[src/hdl/rbs_pkg.sv]
// ============================================================================
// rbs_pkg
// Shared widths, constants and types of the ray / box slab test pipeline.
// ============================================================================
package rbs_pkg;

    // Coordinate width (signed Q16.16)
    localparam int unsigned COORD_W = 32;
    // Fraction bits of the coordinate format
    localparam int unsigned FRAC_W = 16;
    // Number of axes and divider lanes (low and high corner per axis)
    localparam int unsigned AXES  = 3;
    localparam int unsigned LANES = 2 * AXES;
    // Magnitude of (corner - origin), then scaled by 2^FRAC_W
    localparam int unsigned DIFF_W = COORD_W + 1;
    localparam int unsigned NUM_W  = DIFF_W + FRAC_W;
    // Divisor magnitude and partial remainder width
    localparam int unsigned DEN_W = COORD_W;
    // One quotient bit per divider stage
    localparam int unsigned DIV_STAGES = NUM_W;
    // Signed slab distance width, with room for the infinity markers
    localparam int unsigned T_W = NUM_W + 3;

    typedef logic signed [T_W-1:0] t_dist;

    localparam t_dist POS_INF = t_dist'(64'sd1 <<< (T_W - 2));
    localparam t_dist NEG_INF = -POS_INF;
    localparam t_dist SAT_HI  = t_dist'(64'sd2147483647);
    localparam t_dist SAT_LO  = t_dist'(-64'sd2147483648);

    // Control that travels beside the divider lanes
    typedef struct packed {
        logic            valid;
        logic [AXES-1:0] zero;
        logic [AXES-1:0] in_slab;
    } t_side;

endpackage

[src/hdl/rbs_reduce.sv]
// ============================================================================
// rbs_reduce
// Signs the quotients, forms the slabs, reduces to near / far, tests the hit and saturates.
// ============================================================================
module rbs_reduce
    import rbs_pkg::*;
(
    input  logic                        i_clk,
    input  logic                        i_rst_n,
    input  logic                        i_en,
    input  t_side                       i_side,
    input  logic [LANES-1:0][NUM_W-1:0] i_quo,
    input  logic [LANES-1:0]            i_neg,
    output logic                        o_valid,
    output logic [COORD_W-1:0]          o_near,
    output logic [COORD_W-1:0]          o_far,
    output logic                        o_hit
);

    t_side r_s1_side, r_s2_side, r_s3_side;
    t_dist r_s1_q  [LANES];
    t_dist r_s2_lo [AXES];
    t_dist r_s2_hi [AXES];
    t_dist r_s3_near, r_s3_far;
    logic  r_s4_valid;
    logic [COORD_W-1:0] r_s4_near, r_s4_far;
    logic  r_s4_hit;

    t_dist n_s1_q  [LANES];
    t_dist n_s2_lo [AXES];
    t_dist n_s2_hi [AXES];
    t_dist n_s3_near, n_s3_far;
    t_dist ext;
    logic [COORD_W-1:0] n_s4_near, n_s4_far;
    logic  n_s4_hit;

    // Apply the quotient sign
    always_comb begin
        ext = '0;
        for (int k = 0; k < LANES; k++) begin
            ext       = t_dist'({{(T_W-NUM_W){1'b0}}, i_quo[k]});
            n_s1_q[k] = i_neg[k] ? -ext : ext;
        end
    end

    // Order each slab; a zero direction gives an open or an empty slab
    always_comb begin
        for (int a = 0; a < AXES; a++) begin
            if (r_s1_side.zero[a]) begin
                n_s2_lo[a] = r_s1_side.in_slab[a] ? NEG_INF : POS_INF;
                n_s2_hi[a] = r_s1_side.in_slab[a] ? POS_INF : NEG_INF;
            end else if (r_s1_q[a] < r_s1_q[a+AXES]) begin
                n_s2_lo[a] = r_s1_q[a];
                n_s2_hi[a] = r_s1_q[a+AXES];
            end else begin
                n_s2_lo[a] = r_s1_q[a+AXES];
                n_s2_hi[a] = r_s1_q[a];
            end
        end
    end

    // Reduce to entry and exit
    always_comb begin
        n_s3_near = NEG_INF;
        n_s3_far  = POS_INF;
        for (int a = 0; a < AXES; a++) begin
            if (r_s2_lo[a] > n_s3_near) n_s3_near = r_s2_lo[a];
            if (r_s2_hi[a] < n_s3_far)  n_s3_far  = r_s2_hi[a];
        end
    end

    // Test the hit on exact values, then clamp
    always_comb begin
        n_s4_hit = (r_s3_far >= 0) && (r_s3_near <= r_s3_far);
        if (r_s3_near > SAT_HI)      n_s4_near = SAT_HI[COORD_W-1:0];
        else if (r_s3_near < SAT_LO) n_s4_near = SAT_LO[COORD_W-1:0];
        else                         n_s4_near = r_s3_near[COORD_W-1:0];
        if (r_s3_far > SAT_HI)       n_s4_far  = SAT_HI[COORD_W-1:0];
        else if (r_s3_far < SAT_LO)  n_s4_far  = SAT_LO[COORD_W-1:0];
        else                         n_s4_far  = r_s3_far[COORD_W-1:0];
    end

    // Advance control
    always_ff @(posedge i_clk) begin
        if (!i_rst_n) begin
            r_s1_side  <= '0;
            r_s2_side  <= '0;
            r_s3_side  <= '0;
            r_s4_valid <= 1'b0;
        end else if (i_en) begin
            r_s1_side  <= i_side;
            r_s2_side  <= r_s1_side;
            r_s3_side  <= r_s2_side;
            r_s4_valid <= r_s3_side.valid;
        end
    end

    // Advance payload
    always_ff @(posedge i_clk) begin
        if (i_en) begin
            r_s1_q    <= n_s1_q;
            r_s2_lo   <= n_s2_lo;
            r_s2_hi   <= n_s2_hi;
            r_s3_near <= n_s3_near;
            r_s3_far  <= n_s3_far;
            r_s4_near <= n_s4_near;
            r_s4_far  <= n_s4_far;
            r_s4_hit  <= n_s4_hit;
        end
    end

    assign o_valid = r_s4_valid;
    assign o_near  = r_s4_near;
    assign o_far   = r_s4_far;
    assign o_hit   = r_s4_hit;

endmodule

[config.mk]
export PLATFORM = sky130hd
export DESIGN_NAME = rbs_reduce
export DESIGN_NICKNAME = d
export VERILOG_FILES = /design/src/hdl/rbs_pkg.sv /design/src/hdl/rbs_reduce.sv
export SDC_FILE = /design/constraint.sdc
export NUM_CORES = 2
export LEC_CHECK = 0
export BUFFER_PORTS_ARGS = -buffer_cell sky130_fd_sc_hd__clkbuf_2
export CAP_MARGIN = 40
export CORE_MARGIN = 4
export CORE_UTILIZATION = 40
export CTS_BUF_LIST = sky130_fd_sc_hd__clkbuf_8
export DETAILED_ROUTE_END_ITERATION = 6
export HOLD_SLACK_MARGIN = 0.08
export PLACE_DENSITY = 0.65
export SYNTH_ARGS = -nofsm -noshare
export SYNTH_HDL_FRONTEND = slang
export SYNTH_SLANG_ARGS = --single-unit
[constraint.sdc]
create_clock -name i_clk -period 8.1 [get_ports i_clk]
set_clock_uncertainty 0.05 [all_clocks]
set_input_delay 0.405 -clock i_clk [delete_from_list [all_inputs] [get_ports i_clk]]
set_output_delay 0.405 -clock i_clk [all_outputs]
set_load 0.005 [all_outputs]
Word level (Yosys, flattened, before mapping)

Index checks and enable logic that the tools add are counted.

Flip-flop bits (word level): 803
Bits in latches: 0
Bits in writable memories: 0
Bits in read-only memories: 0
Word-level logic and storage cells: 83
Memories: 0

$add $sub $neg: 6
Multiply operators: 0
Divide/modulo/power cells: 0
$lt $le $gt $ge: 15
Equality and inequality tests: 0
Shifts and indexed selects: 0
Muxes and demuxes: 32
Bitwise operators: 0
Reduce and logical (&&, ||, !) cells: 1

Operator list:

| operator               | count |
|---|---|
| $mux W52               | 24 |
| $neg A49 Y52           | 6 |
| $mux W49               | 6 |
| $lt A52 B52 Y1         | 5 |
| $gt A52 B32 Y1 const B | 2 |
| $gt A52 B52 Y1         | 2 |
| $lt A52 B32 Y1 const B | 2 |
| $mux W32               | 2 |
| $ge A52 B1 Y1 const B  | 1 |
| $gt A52 B51 Y1 const B | 1 |
| $le A52 B52 Y1         | 1 |
| $lt A52 B52 Y1 const B | 1 |
| $logic_and A1 B1 Y1    | 1 |

Logic depth before layout (Yosys ltp)

Depth in word-level cells: 6
Mapped depth: 30
Depth with buffers taken out: 26

Least setup slack after synthesis

Ideal clock, no wire load.

Path kind: register -> register
Start: reg r_s2_lo[155] (netlist bit)
End: reg r_s3_near[42] (data pin)
Library setup time: 260 ps
Arrival time: 6492 ps
Path slack: 1298 ps
Cell stages (with the launch flop): 30
Buffers on the path: 4
Path through: edfxtp_1 inv_1 nor4_1 nand4_1 nor4_1 a21oi_1 clkbuf_1 buf_1 nand2_1 ha_1 a211oi_1 o21ai_0 o2111ai_1 a31oi_1 nor4_1 nand3_1 mux2i_1 clkbuf_1 mux2i_1 inv_1 ha_1 nand4_1 nor4_1 nand2_1 or3_1 o311ai_0 nor3_1 mux2_2 buf_1 mux2_2

Word-level cells in the longest chain between the ends: 6

RTL lines:

| what                     | RTL line          | source |
|---|---|---|
| start: declaration       | rbs_reduce.sv:22  | `t_dist r_s2_lo [AXES];` |
| start signal: assignment | rbs_reduce.sv:102 | `r_s2_lo <= n_s2_lo;` |
| $gt A52 B51 Y1           | rbs_reduce.sv:67  | `if (r_s2_lo[a] > n_s3_near) n_s3_near = r_s2_lo[a];` |
| $mux W52 (*)             | rbs_reduce.sv:67  |  |
| $gt A52 B52 Y1           | rbs_reduce.sv:67  |  |
| $mux W52 (*)             | rbs_reduce.sv:67  |  |
| $gt A52 B52 Y1           | rbs_reduce.sv:67  |  |
| $mux W52 (*)             | rbs_reduce.sv:67  |  |
| named net n_s3_near[42]  | rbs_reduce.sv:32  | `t_dist n_s3_near, n_s3_far;` |
| end signal: assignment   | rbs_reduce.sv:104 | `r_s3_near <= n_s3_near;` |
| end: declaration         | rbs_reduce.sv:24  | `t_dist r_s3_near, r_s3_far;` |

Mark *: on every way through the listed nets, which the timed path passes. The rest lies on a longest branch.
A chain may end at the register's enable or synchronous reset.

Worst setup path after layout

Start: reg r_s2_lo[144] (netlist bit)
End: reg r_s3_near[18] (data pin)

Same word-level chain as after synthesis.

==> impl_results.md <==
* Multi-input gate area at 23400 µm²
* Sequential share of the synthesized area at 48.6%
* # rows at 128
* Fin crit share at 97.0%
* Die Height at 360 µm
* CP arrival at 8.39 ns
* Status: complete, no violations
* CP endpoint kind: register
* Slew headroom at 28.1%
* WHS Path Cells at 3
* CP max stage cell: o211ai_1
* Yosys reg bits at 803
* Vias in the first global route at 37584
* Highest clock rate at 127 MHz
* Post-synth top flop: edfxtp_1
* Placed Area at 53500 µm²
* Vias per cell at 5.33
* Yosys warns at 0
* Die W at 360 µm
* Clk pwr share at 24.3%
* Post-DR wirelength/cell at 21.3 µm
* Final instance area at 60900 µm²
* CTS Sinks at 803
* Post-Route WL at 149000 µm
* Routed vias at 37386
* Synth top area cells: edfxtp_1 48%, ha_1 11%, mux2i_1 8.6%
* Buf/Inv on CP at 4
* Top-count cell post-synth: edfxtp_1
* Comb pwr share at 34.1%
* Starting Density at 40.4%
* CTS root buf: clkbuf_8
* Final net count at 6001
* # IOs at 376
* Storage element area at 24000 µm²
* Commonest cells post-synth: 793 x edfxtp_1, 443 x inv_1, 423 x mux2i_1, 417 x ha_1, 373 x nand2_1
* Syn Area/Cell at 11.3 µm²
* Largest net degree at the start of global routing at 175
* Fillers at 10839
* First-pass iteration count of the detailed router at 5
* Input/output buffers at 375
* Crit path max fanout at 28
* CTS Buf Count at 140
* EDFF count, synth at 793
* Setup TNS Final at 0 ns
* RR Endpoint: r_s3_near[18]
* Routability Congestion at 0.938
* DRC Markers at 0
* Hold Startpoint: i_neg[5]
* Synthesized area at 49500 µm²
* Ratio of cells with drive above 1 in the final layout at 14.2%
* Endpoints failing setup at 0
* Critical path type: register to register
* CTS tree: done
* Crit path top cell by count: a21oi_1
* Reg clk slew, reported paths at 0.06 ns
* Max-slew violations at 0
* Hold WC Path Type: input pin to register
* Int Pwr at 9.75 mW
* R2R depth at 28
* Global-route wire length before repair at 223000 µm
* Worst reg2reg setup slack at 0.25 ns
* Clock buffer depth at 3
* Pwr dens at 246 nW/µm²
* Syn_nets at 5121
* Dpl hpwl at 114000 µm
* Sw frac at 34.8%
* Reg-to-Reg Start: r_s2_lo[144]
* Die footprint at 129000 µm²
* Critical path's largest stage delay at 0.58 ns
* Crit start category: register
* Global Route Usage Sum at 22.4%
* Leak at 26.0 nW
* Syn Inst Count at 4394
* Top-area cell type share of the netlist area at 48.2%
* Layout Area Growth over Synthesis at 23.1%
* Hold Vio Cnt, Final at 0
* Global route overflow at 0
* H-tree levels at 4
* Antenna Nets Post-Route at 0
* Least-Margin Pin Slew at 1.08 ns
* P_sw at 5.21 mW
* Util after Layout at 49.8%
* CP delay by family, top: compound AO/OA/AOI/OAI gates
* Initial antenna violation count at 6
* Final min period at 7.85 ns
* Worst Hold End: r_s1_q[11]
* MaxCap Viol Count at 0
* Iter 0 DRT Violations at 3176
* Seq pwr share at 41.7%
* Max VDD drop at 163 µV
* Clock latency on the worst-skew pair at 0.84 ns
* Async set-reset flop share out of synthesis at 0%
* CP Data Required Time at 8.63 ns
* Synth unique cells at 72
* Core footprint at 122000 µm²
* Yosys top cell by area: edfxtp_1
==> state kept, by name, summed over array words and instances, names as in the netlist <==
name / cells
r_s1_q: 312
o_valid: 1
r_s2_side: 1
o_far: 32
r_s3_near: 52
r_s3_side: 1
r_s3_far: 52
o_near: 32
r_s1_side: 7
r_s2_hi: 156
o_hit: 1
r_s2_lo: 156
==> power by group through the flow <==
| stage | Sequential, mW | Combinational, mW | Clock, mW |
|---|---|---|---|
| after floorplan | 5.91 | 3.26 | 0 |
| after global placement | 6.31 | 4.68 | 0 |
| after detailed placement | 6.30 | 4.80 | 0 |
| after CTS | 6.22 | 5.06 | 3.71 |
| after global routing | 6.27 | 5.62 | 3.91 |
| final | 6.23 | 5.10 | 3.63 |
==> worst max path at each step <==
stage,endpoint,slack [ns],depth (start not counted),from
global route,r_s3_near[49],-0.1,27,r_s2_lo[138]
finish,r_s3_near[18],0.25,28,r_s2_lo[144]
floorplan,r_s3_near[42],1.30,29,r_s2_lo[155]
global placement,r_s3_near[18],0.20,27,r_s2_lo[143]
detailed placement,r_s3_near[18],0.19,27,r_s2_lo[143]
CTS,r_s3_near[18],0.09,27,r_s2_lo[143]
==> layout make-up <==
cell class                      count  area share, %
Sequential cell                   803           39.4
Multi-Input combinational cell   2996           38.4
Clock inverter                    107           1.18
Tap cell                         1625           3.34
Timing Repair Buffer              890           11.7
Clock buffer                      141           3.19
Antenna cell                        3         0.0123
Inverter                          443           2.73
==> kinds of logic after synthesis <==
group / share of synthesized area, %
adders and majority gates: 10.6
muxes: 11.0
AOI/OAI and AO/OA: 8.45
buffers and inverters: 4.55
and+or+nand+nor: 11.9
DFF: 48.6
xor gates and xnor gates: 5.01
==> worst register-to-register path: cells and delay by family (launching register included) <==
family | cells | cell delay (ns)
compound gates | 9 | 2.51
mux | 4 | 1.39
simple gates | 9 | 1.98
flops | 1 | 0.40
buf+inv | 4 | 0.67
fa+ha+maj | 2 | 0.63
==> timing repair <==
action,in CTS,in global routing
endpoints found under the hold margin,322,0
setup buffers,0,0
endpoints found under the setup margin,0,52
hold buffers,467,0
gates resized for setup,0,6
==> stage by stage <==
stage / power [mW] / hold slack, ns / std cells / setup slack, ns
floorplan: 9.17 / 0.432 / 4394 / 1.30
global placement: 11.0 / 0.448 / 6282 / 0.201
detailed placement: 11.1 / 0.448 / 6289 / 0.186
CTS: 15.0 / 0.154 / 7004 / 0.0852
global route: 15.8 / 0.0861 / 7007 / -0.0990
finish: 15.0 / 0.108 / 7008 / 0.246
==> cell usage in the layout, fill, tap and decap left out, types with 106 or more instances in the layout <==
master         netlist  layout
a21oi_1            107     106
clkbuf_2             0     374
clkbuf_8             0     141
dlygate4sd3_1        0     467
edfxtp_1           793     793
ha_1               417     417
inv_1              443     477
mux2_2             106     106
mux2i_1            423     421
nand2_1            373     373
nand2b_1           221     221
nor2_1             177     177
o21ai_0            166     165
xnor2_1            282     281
==> layer usage <==
layer  wire, µm  global-route usage [%]  up-vias  part of all wire [%]
met2      75100                    40.2     1175                    50
met5         11                       0        -                0.0074
li1           -                       -    17823                     -
met1      60700                    27.3    18075                    41
met4       5730                    8.22        2                   3.8
met3       7500                    3.41      311                   5.0
(Power assumes the default switching activity.)
